[config.mk]
export PLATFORM = sky130hd
export DESIGN_NAME = json_line_tokenizer_top
export DESIGN_NICKNAME = d
export VERILOG_FILES = /design/src/rtl/jlt_pkg.sv /design/src/rtl/jlt_in_stage.sv /design/src/rtl/jlt_lexer.sv /design/src/rtl/jlt_out_queue.sv /design/src/rtl/json_line_tokenizer_top.sv
export SDC_FILE = /design/constraint.sdc
export NUM_CORES = 1
export LEC_CHECK = 0
export ABC_AREA = 1
export CAP_MARGIN = 10
export CORE_MARGIN = 8
export CORE_UTILIZATION = 60
export CTS_CLUSTER_DIAMETER = 80
export DETAILED_ROUTE_END_ITERATION = 7
export DONT_BUFFER_PORTS = 1
export PLACE_DENSITY = 0.76
export SYNTH_ARGS = -nofsm -noshare
export SYNTH_HDL_FRONTEND = slang
export SYNTH_SLANG_ARGS = --single-unit
[constraint.sdc]
create_clock -name clk -period 6.55 [get_ports clk]
set_input_delay 0.3275 -clock clk [delete_from_list [all_inputs] [get_ports clk]]
set_output_delay 0.3275 -clock clk [all_outputs]
set_load 0.1 [all_outputs]
[src/rtl/jlt_pkg.sv]
// ----------------------------------------------------------------------------
// jlt_pkg
// Shared types, character codes and literal-match helpers for the JSON line
// tokenizer.
// ----------------------------------------------------------------------------
package jlt_pkg;

  // Column geometry
  localparam int MAX_LINE = 4096;
  localparam int START_W  = 12;
  localparam int END_W    = 13;
  localparam int KIND_W   = 3;

  // Character codes
  localparam logic [7:0] CH_QUOTE  = 8'h22;
  localparam logic [7:0] CH_BSLASH = 8'h5C;
  localparam logic [7:0] CH_COLON  = 8'h3A;
  localparam logic [7:0] CH_TAB    = 8'h09;
  localparam logic [7:0] CH_SPACE  = 8'h20;
  localparam logic [7:0] CH_MINUS  = 8'h2D;
  localparam logic [7:0] CH_PLUS   = 8'h2B;
  localparam logic [7:0] CH_DOT    = 8'h2E;
  localparam logic [7:0] CH_LOW_E  = 8'h65;
  localparam logic [7:0] CH_UP_E   = 8'h45;
  localparam logic [7:0] CH_UNDER  = 8'h5F;

  typedef enum logic [2:0] {
    M_IDLE = 3'd0,
    M_STR  = 3'd1,
    M_ESC  = 3'd2,
    M_HELD = 3'd3,
    M_NUM  = 3'd4,
    M_WORD = 3'd5
  } lex_mode_t;

  typedef enum logic [KIND_W-1:0] {
    K_STRING  = 3'd0,
    K_KEY     = 3'd1,
    K_NUMBER  = 3'd2,
    K_KEYWORD = 3'd3,
    K_WORD    = 3'd4
  } token_kind_t;

  typedef struct packed {
    logic [7:0] ch;
    logic       line_end;
  } in_beat_t;

  typedef struct packed {
    logic [START_W-1:0] start;
    logic [END_W-1:0]   stop;
    token_kind_t        kind;
    logic               last;
  } token_t;

  // Up to two tokens per input byte, already compacted and flagged
  typedef struct packed {
    logic [1:0] count;
    token_t     tok0;
    token_t     tok1;
  } emit_t;

  typedef struct packed {
    logic [2:0] len;
    logic [2:0] mask;
  } word_state_t;

  function automatic logic is_digit(input logic [7:0] c);
    return (c >= 8'h30) && (c <= 8'h39);
  endfunction

  function automatic logic is_wordbyte(input logic [7:0] c);
    return is_digit(c) || ((c >= 8'h61) && (c <= 8'h7A)) ||
           ((c >= 8'h41) && (c <= 8'h5A)) || (c == CH_UNDER);
  endfunction

  function automatic logic is_numbyte(input logic [7:0] c);
    return is_digit(c) || (c == CH_DOT) || (c == CH_LOW_E) || (c == CH_UP_E) ||
           (c == CH_PLUS) || (c == CH_MINUS);
  endfunction

  // Characters of "true", "false" and "null" by position
  function automatic logic [7:0] lit_true(input logic [1:0] idx);
    logic [7:0] r;
    unique case (idx)
      2'd0: r = 8'h74;
      2'd1: r = 8'h72;
      2'd2: r = 8'h75;
      default: r = 8'h65;
    endcase
    return r;
  endfunction

  function automatic logic [7:0] lit_false(input logic [2:0] idx);
    logic [7:0] r;
    unique case (idx)
      3'd0: r = 8'h66;
      3'd1: r = 8'h61;
      3'd2: r = 8'h6C;
      3'd3: r = 8'h73;
      default: r = 8'h65;
    endcase
    return r;
  endfunction

  function automatic logic [7:0] lit_null(input logic [1:0] idx);
    logic [7:0] r;
    unique case (idx)
      2'd0: r = 8'h6E;
      2'd1: r = 8'h75;
      default: r = 8'h6C;
    endcase
    return r;
  endfunction

  // Extend a word by one byte: narrow the literal candidates, bump the length
  function automatic word_state_t word_feed(input word_state_t ws, input logic [7:0] c);
    word_state_t r;
    r = ws;
    if (!((ws.len < 3'd4) && (c == lit_true(ws.len[1:0])))) r.mask[0] = 1'b0;
    if (!((ws.len < 3'd5) && (c == lit_false(ws.len)))) r.mask[1] = 1'b0;
    if (!((ws.len < 3'd4) && (c == lit_null(ws.len[1:0])))) r.mask[2] = 1'b0;
    if (ws.len != 3'd7) r.len = ws.len + 3'd1;
    return r;
  endfunction

  function automatic token_kind_t word_kind(input word_state_t ws);
    logic kw;
    kw = (ws.mask[0] && (ws.len == 3'd4)) || (ws.mask[1] && (ws.len == 3'd5)) ||
         (ws.mask[2] && (ws.len == 3'd4));
    return kw ? K_KEYWORD : K_WORD;
  endfunction

endpackage

[src/rtl/jlt_in_stage.sv]
// ----------------------------------------------------------------------------
// jlt_in_stage
// Input register: captures one byte beat and holds it until the lexer takes it.
// ----------------------------------------------------------------------------
module jlt_in_stage import jlt_pkg::*; (
  input  logic     clk,
  input  logic     rst,
  input  logic     s_tvalid,
  output logic     s_tready,
  input  logic [7:0] s_tdata,   // ch[7:0]
  input  logic     s_tlast,     // line_end
  input  logic     take,
  output logic     valid,
  output in_beat_t beat
);

  logic accept;

  // Free when empty or when the held beat leaves this cycle
  assign s_tready = !valid || take;
  assign accept   = s_tvalid && s_tready;

  // Track occupancy
  always_ff @(posedge clk) begin
    if (rst) begin
      valid <= 1'b0;
    end else begin
      valid <= accept || (valid && !take);
    end
  end

  // Load the payload
  always_ff @(posedge clk) begin
    if (accept) begin
      beat <= '{ch: s_tdata, line_end: s_tlast};
    end
  end

endmodule

[src/rtl/jlt_lexer.sv]
// ----------------------------------------------------------------------------
// jlt_lexer
// Lexer state and combinational step: classifies one byte, closes tokens and
// applies the line end, producing up to two tokens.
// ----------------------------------------------------------------------------
module jlt_lexer import jlt_pkg::*; (
  input  logic     clk,
  input  logic     rst,
  input  logic     take,
  input  in_beat_t beat,
  output emit_t    emit
);

  lex_mode_t          mode, mode_next;
  logic [END_W-1:0]   column, column_next;
  logic [START_W-1:0] open_begin, open_begin_next;
  logic [START_W-1:0] held_begin, held_begin_next;
  logic [END_W-1:0]   held_stop, held_stop_next;
  word_state_t        word, word_next;

  logic               at_max;
  logic [START_W-1:0] bpos;
  logic [END_W-1:0]   end1;
  lex_mode_t          mode_a;
  logic [START_W-1:0] open_a;
  word_state_t        word_a;
  logic               restart;
  logic               v0, v1;
  token_t             t0, t1;
  logic [7:0]         c;

  localparam word_state_t WORD_CLEAR = '{len: 3'd0, mask: 3'b111};

  assign c      = beat.ch;
  assign at_max = (column >= END_W'(MAX_LINE));
  assign bpos   = at_max ? START_W'(MAX_LINE - 1) : column[START_W-1:0];
  assign end1   = at_max ? END_W'(MAX_LINE) : (column + END_W'(1));

  // Lex the byte, then apply the line end
  always_comb begin
    mode_a          = mode;
    open_a          = open_begin;
    word_a          = word;
    held_begin_next = held_begin;
    held_stop_next  = held_stop;
    restart         = 1'b0;
    v0              = 1'b0;
    t0              = '{start: open_begin, stop: column, kind: K_NUMBER, last: 1'b0};

    unique case (mode)
      M_STR: begin
        if (c == CH_BSLASH) begin
          mode_a = M_ESC;
        end else if (c == CH_QUOTE) begin
          held_begin_next = open_begin;
          held_stop_next  = end1;
          mode_a          = M_HELD;
        end
      end
      M_ESC: begin
        mode_a = M_STR;
      end
      M_HELD: begin
        if ((c != CH_SPACE) && (c != CH_TAB)) begin
          v0      = 1'b1;
          t0      = '{start: held_begin, stop: held_stop,
                      kind: (c == CH_COLON) ? K_KEY : K_STRING, last: 1'b0};
          restart = 1'b1;
        end
      end
      M_NUM: begin
        if (!is_numbyte(c)) begin
          v0      = 1'b1;
          restart = 1'b1;
        end
      end
      M_WORD: begin
        if (is_wordbyte(c)) begin
          word_a = word_feed(word, c);
        end else begin
          v0      = 1'b1;
          t0.kind = word_kind(word);
          restart = 1'b1;
        end
      end
      default: begin
        restart = 1'b1;
      end
    endcase

    // Start a new token from idle
    if (restart) begin
      mode_a = M_IDLE;
      priority if (c == CH_QUOTE) begin
        mode_a = M_STR;
        open_a = bpos;
      end else if (is_digit(c) || (c == CH_MINUS)) begin
        mode_a = M_NUM;
        open_a = bpos;
      end else if (is_wordbyte(c)) begin
        mode_a = M_WORD;
        open_a = bpos;
        word_a = word_feed(WORD_CLEAR, c);
      end
    end

    // Close any open token at line end
    v1 = 1'b0;
    t1 = '{start: open_a, stop: end1, kind: K_STRING, last: 1'b1};
    if (beat.line_end) begin
      unique case (mode_a)
        M_STR, M_ESC: v1 = 1'b1;
        M_HELD: begin
          v1       = 1'b1;
          t1.start = held_begin_next;
          t1.stop  = held_stop_next;
        end
        M_NUM: begin
          v1      = 1'b1;
          t1.kind = K_NUMBER;
        end
        M_WORD: begin
          v1      = 1'b1;
          t1.kind = word_kind(word_a);
        end
        default: v1 = 1'b0;
      endcase
      mode_next   = M_IDLE;
      column_next = '0;
      word_next   = WORD_CLEAR;
    end else begin
      mode_next   = mode_a;
      column_next = end1;
      word_next   = word_a;
    end
    open_begin_next = open_a;

    // Compact the two slots and flag the last one
    emit.count = 2'(v0) + 2'(v1);
    emit.tok1  = t1;
    if (v0) begin
      emit.tok0      = t0;
      emit.tok0.last = !v1;
    end else begin
      emit.tok0 = t1;
    end
  end

  // Advance state on each taken beat
  always_ff @(posedge clk) begin
    if (rst) begin
      mode       <= M_IDLE;
      column     <= '0;
      open_begin <= '0;
      held_begin <= '0;
      held_stop  <= '0;
      word       <= WORD_CLEAR;
    end else if (take) begin
      mode       <= mode_next;
      column     <= column_next;
      open_begin <= open_begin_next;
      held_begin <= held_begin_next;
      held_stop  <= held_stop_next;
      word       <= word_next;
    end
  end

`ifndef SYNTHESIS
  a_eol_clears: assert property (@(posedge clk) disable iff (rst)
    take && beat.line_end |=> (mode == M_IDLE) && (column == '0))
    else $error("line end did not return lexer to idle at column zero");
  a_col_sat: assert property (@(posedge clk) disable iff (rst)
    column <= END_W'(MAX_LINE))
    else $error("column passed the line limit");
  a_word_len: assert property (@(posedge clk) disable iff (rst)
    (mode == M_WORD) |-> (word.len != 3'd0))
    else $error("open word with zero length");
`endif

endmodule

[src/rtl/jlt_out_queue.sv]
// ----------------------------------------------------------------------------
// jlt_out_queue
// Four-entry token queue: takes up to two tokens per cycle while it has room for two, sends one beat.
// ----------------------------------------------------------------------------
module jlt_out_queue import jlt_pkg::*; (
  input  logic   clk,
  input  logic   rst,
  input  logic   push,
  input  emit_t  emit,
  output logic   room,
  output logic   m_tvalid,
  input  logic   m_tready,
  output token_t head
);

  localparam int DEPTH = 4;
  localparam int PTR_W = $clog2(DEPTH);

  token_t             entries [DEPTH];
  logic [PTR_W-1:0]   wr_ptr, rd_ptr;
  logic [PTR_W:0]     count, count_next;
  logic [1:0]         push_n;
  logic               pop;

  assign push_n   = push ? emit.count : 2'd0;
  assign pop      = m_tvalid && m_tready;
  assign m_tvalid = (count != '0);
  assign room     = (count <= (PTR_W+1)'(DEPTH - 2));
  assign head     = entries[rd_ptr];
  assign count_next = count + (PTR_W+1)'(push_n) - (PTR_W+1)'(pop);

  // Pointers and fill level
  always_ff @(posedge clk) begin
    if (rst) begin
      wr_ptr <= '0;
      rd_ptr <= '0;
      count  <= '0;
    end else begin
      wr_ptr <= wr_ptr + PTR_W'(push_n);
      rd_ptr <= rd_ptr + PTR_W'(pop);
      count  <= count_next;
    end
  end

  // Write one or two tokens
  always_ff @(posedge clk) begin
    if (push_n != 2'd0) begin
      entries[wr_ptr] <= emit.tok0;
    end
    if (push_n == 2'd2) begin
      entries[wr_ptr + PTR_W'(1)] <= emit.tok1;
    end
  end

`ifndef SYNTHESIS
  a_no_overflow: assert property (@(posedge clk) disable iff (rst)
    (push_n != 2'd0) |-> ((count + (PTR_W+1)'(push_n)) <= (PTR_W+1)'(DEPTH)))
    else $error("token queue overflow");
  a_push_needs_room: assert property (@(posedge clk) disable iff (rst)
    push |-> room)
    else $error("push without room");
`endif

endmodule

[src/rtl/json_line_tokenizer_top.sv]
// ----------------------------------------------------------------------------
// json_line_tokenizer_top
// Streaming JSON line lexer: one byte per beat in, (start, end, kind) tokens
// out.
//
//   channel  dir  tdata               tuser        tlast
//   s_*      in   ch[7:0]             -            line_end
//   m_*      out  start[11:0],        kind[2:0]    last_of_run
//                 end[24:12]
//
// One byte per cycle; a byte is held in the input register until the lexer
// takes it, and its tokens are registered in the token queue before m_*.
// The lexer step runs whenever the four-entry token queue has room for two
// tokens, so the byte rate drops while the output side stalls or bytes yield more tokens than the queue sends.
// rst is synchronous: lexer idle at column zero, queue empty.
// ----------------------------------------------------------------------------
module json_line_tokenizer_top import jlt_pkg::*; (
  input  logic        clk,
  input  logic        rst,
  input  logic        s_tvalid,
  output logic        s_tready,
  input  logic [7:0]  s_tdata,   // ch[7:0]
  input  logic        s_tlast,   // line_end
  output logic        m_tvalid,
  input  logic        m_tready,
  output logic [31:0] m_tdata,   // token_start[11:0], token_end[24:12], zero fill
  output logic [2:0]  m_tuser,   // token_kind[2:0]
  output logic        m_tlast    // last_of_run
);

  logic     in_valid;
  in_beat_t beat;
  logic     take;
  logic     room;
  emit_t    emit;
  token_t   head;

  assign take = in_valid && room;

  jlt_in_stage u_in (
    .clk      (clk),
    .rst      (rst),
    .s_tvalid (s_tvalid),
    .s_tready (s_tready),
    .s_tdata  (s_tdata),
    .s_tlast  (s_tlast),
    .take     (take),
    .valid    (in_valid),
    .beat     (beat)
  );

  jlt_lexer u_lex (
    .clk  (clk),
    .rst  (rst),
    .take (take),
    .beat (beat),
    .emit (emit)
  );

  jlt_out_queue u_out (
    .clk      (clk),
    .rst      (rst),
    .push     (take),
    .emit     (emit),
    .room     (room),
    .m_tvalid (m_tvalid),
    .m_tready (m_tready),
    .head     (head)
  );

  // Pack the head token
  assign m_tdata = {7'd0, head.stop, head.start};
  assign m_tuser = head.kind;
  assign m_tlast = head.last;

endmodule
## After elaboration in Yosys (flattened, before gate mapping)

Memories as Yosys holds them, arrays and structs flattened. A register that Yosys moved wholly into a read port is not among the register bits.
Cells that the tools add are included.

- Register bits: 76
- Latch bits: 0
- Memory bits (writable): 116
- ROM bits: 0
- Output and inout port bits: 38
- Logic and storage cells: 191
- Memories: 1

Memories:

| memory | words | bits a word | rd ports | clocked after Yosys merged registers in | write ports | RTL line | text |
|---|---|---|---|---|---|---|---|
| u_out.entries | 4 | 29 | 1 | 1 | 2 | jlt_out_queue.sv:19 | `token_t entries [DEPTH];` |

- Add/sub/neg operators: 8
- Multiply operators: 0
- Div/mod/pow operators: 0
- $lt $le $gt $ge: 10
- Eq/ne operators: 38
- Shift operators: 0
- Muxes and demuxes: 80
- Bitwise gates (word level): 0
- Reductions and logical operators: 41

Operators by type and width:

| operator | count |
|---|---|
| two-way mux 8 bit | 18 |
| two-way mux 12 bit | 8 |
| two-way mux 13 bit | 5 |
| two-way mux 29 bit | 2 |
| two-way mux 25 bit | 2 |
| equality test 8 bit | 6 |
| two-way mux 6 bit | 7 |
| equality test 8 x 6 -> 1 bit, second input constant | 5 |
| two-way mux 3 bit | 11 |
| equality test 8 x 7 -> 1 bit, second input constant | 4 |
| two-way mux 28 bit | 1 |
| equality test 3 bit, second input constant | 8 |
| case mux 5 bit (4 select lines) | 1 |
| equality test 3 x 2 -> 1 bit, second input constant | 6 |
| case mux 3 bit (2 select lines) | 3 |
| logical AND 1 bit | 17 |
| >= comparator 8 x 7 -> 1 bit, second input constant | 2 |
| <= comparator 8 x 7 -> 1 bit, second input constant | 2 |
| two-way mux 1 bit | 16 |
| logical OR 1 bit | 15 |
| case mux 5 bit (3 select lines) | 1 |
| adder 13 x 1 -> 13 bit, second input constant | 1 |
| >= comparator 13 bit, second input constant | 1 |
| case mux 5 bit (2 select lines) | 1 |
| other kinds (27) | 34 |

## Logic depth before layout (Yosys ltp)

Gate-level depths: netlist of run 1.

- Depth in word-level cells: 24
- Mapped depth: 28
- Mapped depth without buffers: 26

## Cells and area by module

Synthesis of run 1 repeated with hierarchy kept, for this count alone.

- Cell total of the unflattened synthesis: 1496
- Area total of the unflattened synthesis: 11183.2 sq um

Modules (own cells, without submodules):

| module | times used | cells each | area each (sq um) | sequential area each (sq um) |
|---|---|---|---|---|
| jlt_out_queue | 1 | 634 | 6008.3 | 3623.5 |
| jlt_lexer | 1 | 837 | 4793.3 | 1181.1 |
| jlt_in_stage | 1 | 15 | 317.8 | 290.3 |
| json_line_tokenizer_top | 1 | 10 | 63.8 | 0.0 |

## Worst setup path after synthesis of run 1

OpenSTA, ideal clock, no wires.

- Path type: register -> register
- Start point: register, netlist name u_in.beat[3]
- End point: memory u_out.entries[0][10] (netlist name) (enable)
- Library setup time: 0.386 ns
- Data arrival time: 3.539 ns
- Data required time: 6.164 ns
- Path slack: 2.625 ns
- Stages on the path, launching flop included: 24
- Buffers on the path: 2
- Cells stage by stage: edfxtp_1 -> buf_4 -> nor2_2 -> nand2_1 -> nand2_1 -> nand2_1 -> nor2_4 -> nand4_2 -> nand3_4 -> buf_6 -> nand3_2 -> nand2_2 -> inv_2 -> nor2_1 -> a21oi_1 -> ha_1 -> inv_1 -> nor2_1 -> nor2_1 -> nor3_4 -> inv_1 -> nor2_1 -> nand2_1 -> nand2_1

RTL lines:

| what | RTL line |
|---|---|
| end, declared | jlt_out_queue.sv:19 |

==> impl_results.md, run 1 <==
* Pre-CTS setup slack at 1570 ps
* H-tree depth at 4
* Via/cell ratio at 5.95
* GRT overflow at 0
* Crit path DAT at 5190 ps
* Biggest area consumer among synthesized cells: edfxtp_1
* Seq/Total Area, Yosys at 0.441
* Crit path from: u_in.beat[4]
* Largest net degree at the start of global routing at 63
* Worst setup path class: register to register
* Total track usage at 0.265
* Nets at 1539
* Slew Viols, Final at 0
* Crit path launch type: register
* Worst-path clk slew at 80 ps
* Clock buffer depth at 2
* Max stage delay on crit path at 560 ps
* Clk sinks at 192
* Yosys reg bits at 192
* Pwr Density at 310 nW/um^2
* Main combinational cell family by area after synthesis: simple AND/OR/NAND/NOR gates
* Most common cell type on the critical path: nor2_1
* Worst setup EP type: register
* Delay-heaviest family, CP: simple AND/OR/NAND/NOR gates
* Row count at 50
* DP Wirelength at 22.2 mm
* Antenna-violating nets left at 0
* Die X at 154 um
* Synth Area in Compound Gates at 0.148
* Synth-to-layout area growth at 7.91%
* XOR/XNOR Fraction of Synth Area at 0.00611
* Post-synth EDFFs at 121
* Die area at 23800 sq um
* Min Tclk post-route at 5070 ps
* CTS tree: done
* Cell count after synthesis at 1545
* Vias at 10500
* Max transition margin at 0.205
* Post-Synth Adder-Cell Area at 0.0170
* Top post-synthesis cells by area: edfxtp_1 (32%), nand2_1 (13%), dfxtp_1 (12%), nand3_1 (7.8%), o21ai_0 (6.2%)
* Antenna violations before repair at 0
* Static Leak at 0.00538 uW
* Max IR drop VDD at 0.203 mV
* Post-synth top cells: nand2_1 (394), nand3_1 (179), o21ai_0 (141)
* RePlAce Congestion at 0.895
* Post-Synth Simple-Gate Area at 0.305
* Hold Vio Cnt, Final at 0
* Post-synth top area share at 0.317
* Clk_lat worst skew at 440 ps
* Synthesized area at 11500 sq um
* Post-route DRC at 0
* Synth Area per Inst at 7.42 sq um
* Setup bufs post-CTS at 0
* Setup violators final at 0
* Max Cap Viol at 0
* Port Buf Inserts at 0
* WL per Instance at 18.2 um
* Setup Skew at 14.7 ps
* CP max-delay cell: edfxtp_1
* Vias in the first global route at 9349
* Crit path max fanout at 28
* CTS buffer count at 17
* Die Ht at 154 um
* Worst Hold Launch: rst
* Crit path buf inv count at 9
* Drt pass-1 iters at 6
* Tcrit/Tclk final at 0.775
* Global-route wire length before repair at 50.8 mm
* Num ports at 51
* DR iter-0 viols at 1352
* Total Routed Length at 31.9 mm
* Initial core utilization at 0.613
* CTS root buf: clkbuf_16
* Syn. warnings at 0
* Ys async rst share at 0
* Ys flop type: edfxtp_1
* Least-Margin Pin Slew at 1190 ps
* Critical R2R Launch: u_in.beat[4]
* Hold WC Path Type: primary input to register
* Count leader, synth: nand2_1
* Share of cells above drive strength 1 at 0.0965
* RSZ-0062 raised after global routing: no
* Core Area at 18700 sq um
* Fmax at 197 MHz
* Data required, critical path at 6660 ps
* Multiplexer share of the synthesized area at 0
* Status: finished clean
* Synth unique cells at 49
* Number of diodes at 0
* Setup_tns at 0 ps
* Setup WS post-layout at 1480 ps
==> routing by layer <==
metal	vias up	global-route usage	routed length (um)
met2	549	0.407	14100
met5	-	0	0
met3	48	0.0490	3140
met1	4767	0.377	14200
li1	5090	-	-
met4	0	0.0714	478
==> path summary, 6_finish.rpt <==
path	end	slack [ps]	cells after the start
max	u_out.entries[0][16]	1480	25
min	u_lex.word[2]	10	2
max reg2reg	u_out.entries[0][16]	1480	25
min reg2reg	u_lex.column[3]	480	2
==> through the flow <==
stage / cell area, sq um / hold slack (ps) / utilization / std cells / power (uW)
5_1_grt: 12400 / 5.75 / 0.662 / 1758 / 3980
3_3_place_gp: 11700 / 403 / 0.625 / 1716 / 2780
6_report: 12400 / 10.0 / 0.662 / 1758 / 3830
3_5_place_dp: 11700 / 404 / 0.625 / 1716 / 2810
4_1_cts: 12400 / 4.30 / 0.662 / 1758 / 3830
2_1_floorplan: 11500 / 426 / - / 1551 / 2560
==> cells in the final DEF (no fill, tap or decap), types with 4 or more instances in the layout <==
cell | Yosys | routed
inv_2 | 15 | 15
nor2_1 | 135 | 135
conb_1 | 1 | 7
nor2_2 | 6 | 6
a21oi_1 | 55 | 55
o22ai_2 | 0 | 29
and2_1 | 9 | 9
clkbuf_16 | 0 | 17
nand2_2 | 16 | 16
o22ai_1 | 33 | 4
inv_6 | 0 | 6
nand2_1 | 394 | 394
o211ai_1 | 21 | 21
o21bai_1 | 11 | 11
inv_1 | 122 | 122
dfxtp_1 | 71 | 70
nand4_1 | 5 | 5
buf_4 | 14 | 16
o21ai_1 | 42 | 42
nor3_1 | 9 | 9
xnor2_1 | 6 | 6
ha_1 | 14 | 14
nand3_1 | 179 | 178
o21ai_0 | 141 | 141
edfxtp_1 | 121 | 121
clkinv_1 | 8 | 9
nand3_2 | 16 | 17
dlygate4sd3_1 | 0 | 10
clkinv_8 | 0 | 4
==> repair_timing <==
action | CTS | global route
gates resized for setup | 0 | 0
hold buffers | 10 | 0
hold endpoints to repair | 36 | 0
==> cell type report <==
type	count	area, sq um
Fill cell	1593	6330
Multi-Input combinational cell	1128	5670
Sequential cell	192	5060
Inverter	146	549
Clock buffer	17	425
Tap cell	234	293
Timing Repair Buffer	26	220
Clock inverter	15	161
==> state kept, by name, indices dropped and copies added, names as in the netlist, 3 cells and up <==
name,count
u_lex.open_begin,12
u_lex.column,13
u_lex.mode,3
u_out.count,3
u_lex.held_begin,12
u_in.beat,9
u_out.entries,116
u_lex.held_stop,13
u_lex.word,6
==> power breakdown <==
group	internal, uW	switching (uW)	total, uW
combinational	249	1140	1390
clock	512	522	1030
sequential	1350	54.3	1410
total	2110	1720	3830
==> worst register-to-register path: stages (launching register included) <==
cell	delay, ps
edfxtp_1	560
inv_2	90
nor2_1	170
nand4_1	150
nand3_2	100
buf_4	280
nand2_1	110
clkinv_2	70
nand3_4	150
inv_2	110
nand2_1	80
nand2_2	100
inv_2	60
nor2_1	150
a21oi_1	120
ha_1	310
inv_1	60
nor2_1	200
nor2_1	130
nor3_4	120
buf_4	350
inv_1	140
nor2_1	150
nand2_1	270
nand2_1	330
buf_4	380
==> logic make-up (layout without fill, tap and decap cells) <==
logic type | Yosys count | in the layout
compound gates | 310 | 310
xor+xnor | 8 | 8
fa+ha+maj | 15 | 15
buf+inv | 231 | 204
flops | 192 | 192
other cells | 1 | 7
simple gates | 788 | 788
No activity file was read; power rests on OpenSTA's default activity.
==> run 2, diff against run 1 <==
==> constraint.sdc (replaced) <==
create_clock -name clk -period 5.2 [get_ports clk]
set_input_delay 0.26 -clock clk [delete_from_list [all_inputs] [get_ports clk]]
set_output_delay 0.26 -clock clk [all_outputs]
set_load 0.1 [all_outputs]
==> run 2 against run 1 <==
  * Critical path depth unchanged
  * Register-to-register slack lost 750 ps
  * Die area did not move
  * Via count rose by 1.5%
  * Non-clock buffer count increased by 8
  * Sequential cell count is the same
  * Clock-buffer cell count is the same
  * Clock skew is 6.8 ps lower
  * Sequential power increased by 26%
  * Highest routed layer unchanged
  * Cell count grew 0.46%
  * Setup slack worse by 750 ps
==> impl_results.md, run 2 (synthesized netlist as in run 1, its figures left out) <==
* Status: finished clean
* Die X at 154 um
* Antenna violations before repair at 0
* Post-CTS Resized at 0
* Clk_lat worst skew at 440 ps
* Vias in the first global route at 9839
* H-tree depth at 4
* Setup bufs post-CTS at 0
* Top reg by flops: u_out.entries
* Worst setup EP type: register
* Antenna-violating nets left at 0
* RePlAce Congestion at 0.873
* Tcrit/Tclk final at 0.861
* Hold Vio Cnt, Final at 0
* Max Cap Viol at 0
* Crit path DAT at 4660 ps
* Hold WC Path Type: primary input to register
* Row count at 50
* Setup Skew at 7.89 ps
* Global-route wire length before repair at 51.1 mm
* Via/cell ratio at 6.01
* Drt pass-1 iters at 6
* Setup violators final at 0
* WL per Instance at 17.9 um
* CTS buffer count at 17
* Nets at 1547
* Most common cell after layout, fill and taps aside: nand2_1
* Least-Margin Pin Slew at 1230 ps
* Total track usage at 0.267
* Biggest regs: u_out.entries x116, u_lex.column x13, u_lex.held_stop x13
* Most frequent cells in the layout: nand2_1 (394), nand3_1 (178), o21ai_0 (141), nor2_1 (135), inv_1 (122)
* Data required, critical path at 5390 ps
* Worst-path clk slew at 70 ps
* Num ports at 51
* Total Routed Length at 31.6 mm
* Static Leak at 0.00541 uW
* Final core occ at 0.666
* Min Tclk post-route at 4480 ps
* Fmax at 223 MHz
* Worst setup path class: register to register
* Die area at 23800 sq um
* CP max-delay cell: edfxtp_1
* CTS tree: done
* Layout fillers at 1564
* Max reg flops at 116
* Die Ht at 154 um
* Register area at 5060 sq um
* GRT overflow at 0
* Core Area at 18700 sq um
* DR iter-0 viols at 1390
* Setup_tns at 0 ps
* Slew Viols, Final at 0
* Max IR drop VDD at 0.265 mV
* Fin Hold WS at 124 ps
* Hold path cells at 2
* RSZ-0062 raised after global routing: no
* Pwr Density at 388 nW/um^2
* Most common cell type on the critical path: nand2_1
* Largest net degree at the start of global routing at 63
* DP Wirelength at 21.4 mm
* Max transition margin at 0.178
* Clock buffer depth at 2
* Cell count of the worst reg-to-reg path at 25
* CTS root buf: clkbuf_16
* Multi-input gate area at 5670 sq um
* Post-route DRC at 0
* Port Buf Inserts at 0
* Share of cells above drive strength 1 at 0.101
* Max stage delay on crit path at 610 ps
* Vias at 10600
* Synth-to-layout area growth at 8.59%
* Clk sinks at 192
* Crit path launch type: register
* CTS Hold Bufs at 11
* Number of diodes at 0
* Initial core utilization at 0.613
* Crit path max fanout at 18
## run 2: power by group
part / internal (uW) / switching (uW)
sequential: 1710 / 75.2
clock: 676 / 614
combinational: 323 / 1430
total: 2710 / 2120
## run 2: critical path: cells and delay by family (launching register included)
family	cells	cell delay, ps
AOI/OAI and AO/OA	1	100
adders and majority gates	1	300
buffers and inverters	7	1160
and+or+nand+nor	16	2030
DFF	1	610
## run 2: layout make-up
type                       count  share of cell area
multi-input combinational   1128               0.455
inverter                     146              0.0441
clock buffer                  17              0.0342
clock inverter                15              0.0122
sequential                   192               0.406
timing repair buffer          34              0.0248
tap                          234              0.0235
## run 2: final timing paths
check	from	end	slack [ps]
worst min register to register	u_lex.column[3]	u_lex.column[3]	480
worst min-delay path	rst	u_lex.word[4]	120
worst max-delay path	u_in.beat[2]	u_out.entries[0][19]	720
worst max register to register	u_in.beat[2]	u_out.entries[0][19]	720
## run 2: routing by layer
metal | global-route usage | routed length, um
met3 | 0.0382 | 3220
met4 | 0.105 | 956
met2 | 0.430 | 14400
met1 | 0.357 | 13100
met5 | 0 | 0
## run 2: stage by stage
step	std cells	setup WS [ps]	cell area [sq um]	total power, uW
after floorplan	1551	1280	11500	3230
after global placement	1722	1010	11700	3510
after detailed placement	1722	886	11700	3540
after CTS	1765	841	12400	4830
after global routing	1766	225	12500	5030
final	1766	724	12500	4830
==> run 3, diff against run 2 <==
--- a/config.mk
+++ b/config.mk
@@ -5,7 +5,6 @@
 export SDC_FILE = /design/constraint.sdc
 export NUM_CORES = 1
 export LEC_CHECK = 0
-export ABC_AREA = 1
 export CAP_MARGIN = 10
 export CORE_MARGIN = 8
 export CORE_UTILIZATION = 60
@@ -13,6 +12,7 @@
 export DETAILED_ROUTE_END_ITERATION = 7
 export DONT_BUFFER_PORTS = 1
 export PLACE_DENSITY = 0.76
+export RECOVER_POWER = 100
 export SYNTH_ARGS = -nofsm -noshare
 export SYNTH_HDL_FRONTEND = slang
 export SYNTH_SLANG_ARGS = --single-unit
==> constraint.sdc (replaced) <==
create_clock -name clk -period 5.2 [get_ports clk]
set_input_delay 0.52 -clock clk [delete_from_list [all_inputs] [get_ports clk]]
set_output_delay 0.52 -clock clk [all_outputs]
set_load 0.1 [all_outputs]
==> run 3 against run 2 <==
  * The run now ends with max-capacitance violations, max-slew violations left
  * Sequential cell count unchanged
  * Global-route usage down 2.4 points
  * Power fell by 12%
  * Routed wire length shrank 15%
  * Critical endpoint is now u_out.entries[2][22]
  * Sequential power is essentially flat
  * Fmax is 6.6% lower
  * Largest cell class is now registers
  * Sequential share of layout area rose by 5.1 points
  * Synthesized cell count is 35% lower
  * Clock skew increased by 4.2 ps
==> impl_results.md, run 3 <==
* Num ports at 51
* Total track usage at 0.243
* Worst-path clk slew at 80 ps
* Fmax at 209 MHz
* Crit path from: u_in.beat[5]
* Number of diodes at 0
* Antenna violations before repair at 0
* Most common cell after layout, fill and taps aside: edfxtp_1
* Tcrit/Tclk final at 0.922
* Biggest area consumer among synthesized cells: edfxtp_1
* Hold Vio Cnt, Final at 0
* Top post-synthesis cells by area: edfxtp_1 (35%), dfxtp_1 (14%), o22ai_1 (6.4%), mux4_2 (6.3%), a21oi_1 (3.6%)
* Biggest regs: u_out.entries x116, u_lex.column x13, u_lex.held_stop x13
* Total Routed Length at 26.8 mm
* Setup violators final at 0
* Cell count of the worst reg-to-reg path at 11
* Die area at 21900 sq um
* Die X at 148 um
* Global-route wire length before repair at 41.7 mm
* Post-synth top area share at 0.348
* DP Wirelength at 17.3 mm
* Initial core utilization at 0.607
* Largest net degree at the start of global routing at 68
* Slew Viols, Final at 31
* Nets at 983
* Die Ht at 148 um
* WHS Endpoint: u_lex.column[2]
* Max transition margin at -0.450
* Drt pass-1 iters at 6
* Clk sinks at 192
* Max IR drop VDD at 0.255 mV
* Synth unique cells at 77
* RSZ-0062 raised after global routing: no
* RePlAce Congestion at 0.902
* FF-to-FF End: u_out.entries[2][22]
* Static Leak at 0.00364 uW
* Row count at 48
* Top reg by flops: u_out.entries
* Vias at 8243
* Crit path max fanout at 28
* Least-Margin Pin Slew at 2170 ps
* Antenna-violating nets left at 0
* Synthesized area at 10400 sq um
* Hold path cells at 1
* Pwr Density at 383 nW/um^2
* Ys async rst share at 0
* CP max-delay cell: edfxtp_1
* Fin Hold WS at 142 ps
* Min Tclk post-route at 4790 ps
* Vias in the first global route at 7506
* Worst setup path class: register to register
* Clock buffer depth at 2
* Data required, critical path at 5280 ps
* WL per Instance at 22.5 um
* CTS tree: done
* Synth-to-layout area growth at 6.13%
* Share of cells above drive strength 1 at 0.123
* Layout fillers at 1355
* Multi-input gate area at 4910 sq um
* Cell count after synthesis at 1007
* Worst setup EP type: register
* Crit path launch type: register
* Crit path DAT at 4870 ps
* Max stage delay on crit path at 660 ps
* Status: complete, but fails checks
* CTS root buf: clkbuf_16
* CTS buffer count at 17
* H-tree depth at 4
* Port Buf Inserts at 0
* Setup Skew at 12.0 ps
* Worst Hold Launch: rst
* Critical R2R Launch: u_in.beat[5]
* Max reg flops at 116
* Via/cell ratio at 6.91
* R2R Setup Slk at 410 ps
* Count leader, synth: edfxtp_1
* Max Cap Viol at 1
* DR iter-0 viols at 1300
* Post-synth top cells: edfxtp_1 (121), o22ai_1 (106), nor2_1 (89)
* Post-route DRC at 0
* Worst path cell trace: nor4b_2 -> nand4_1 -> nand4_1 -> o31ai_4 -> nor2_1 -> inv_1 -> ha_1 -> or3_1 -> buf_4 -> nand2_1 -> buf_2
* Most common cell type on the critical path: nand4_1
* Register area at 5060 sq um
* Yosys reg bits at 192
* Clk_lat worst skew at 450 ps
* Failing checks: max-capacitance violations, max-slew violations
* GRT overflow at 0
* Synth Area per Inst at 10.4 sq um
* Post-synth EDFFs at 121
* Seq/Total Area, Yosys at 0.485
* Hold WC Path Type: primary input to register
* Most frequent cells in the layout: edfxtp_1 (121), o22ai_1 (105), nor2_1 (90), nand2_1 (81), a21oi_1 (75)
* Syn. warnings at 0
* Setup_tns at 0 ps
* Ys flop type: edfxtp_1
* Core Area at 17200 sq um
-- run 3: logic make-up after synthesis --
kind of cell | count (synthesis) | synth area share
adder cells (fa/ha/maj) | 15 | 0.0187
XOR/XNOR | 21 | 0.0176
other | 1 | 0.000359
multiplexers | 45 | 0.0858
AND/OR/NAND/NOR | 291 | 0.136
flip-flops | 192 | 0.485
AO/OA/AOI/OAI | 326 | 0.210
buffers and inverters | 116 | 0.0473
-- run 3: final cells by class --
type | count | area share
flip-flops and latches | 192 | 0.457
multi-input cells | 705 | 0.443
clock buffers | 17 | 0.0384
well taps | 225 | 0.0254
clock inverters | 15 | 0.0184
repair buffers | 21 | 0.0114
inverters | 18 | 0.00610
-- run 3: critical path: cells and delay by family, from the launching register on --
family	cells	cell delay (ps)
fa+ha+maj	1	400
compound gates	1	150
buf+inv	3	1030
flops	1	660
simple gates	6	2160
-- run 3: per-stage QoR --
step	area (sq um)	std cells	setup slack, ps	utilization	total power, uW
floorplan	10500	1013	1020	-	2810
global placement	10500	1161	640	0.611	2910
detailed placement	10500	1161	377	0.611	2920
CTS	11100	1193	349	0.648	4250
global route	11100	1193	99.4	0.645	4360
finish	11100	1193	407	0.645	4240
-- run 3: report_power, final --
group / switching, uW / leakage [uW] / internal (uW) / total (uW)
clock network: 688 / 0.000302 / 666 / 1350
registers: 123 / 0.00187 / 1650 / 1770
logic: 843 / 0.00147 / 271 / 1110
-- run 3: per-layer routing --
layer / vias up / track usage / wire [um]
li1: 3759 / - / -
met1: 3846 / 0.339 / 10900
met2: 564 / 0.367 / 12100
met3: 74 / 0.0541 / 3100
met4: 0 / 0.0831 / 685
met5: - / 0 / 0
-- run 3: how the worst max path moves through the flow --
stage | to | slack, ps
CTS | u_out.entries[2][28] | 350
global route | u_out.entries[0][22] | 100
global placement | u_out.entries[0][28] | 640
detailed placement | u_out.entries[3][28] | 380
finish | u_out.entries[2][22] | 410
floorplan | u_out.entries[1][1] | 1020
-- run 3: timing repair --
item | CTS | global route
hold buffers | 0 | 0
resized for setup | 0 | 1
endpoints found under the setup margin | 0 | 2
setup buffers | 0 | 0
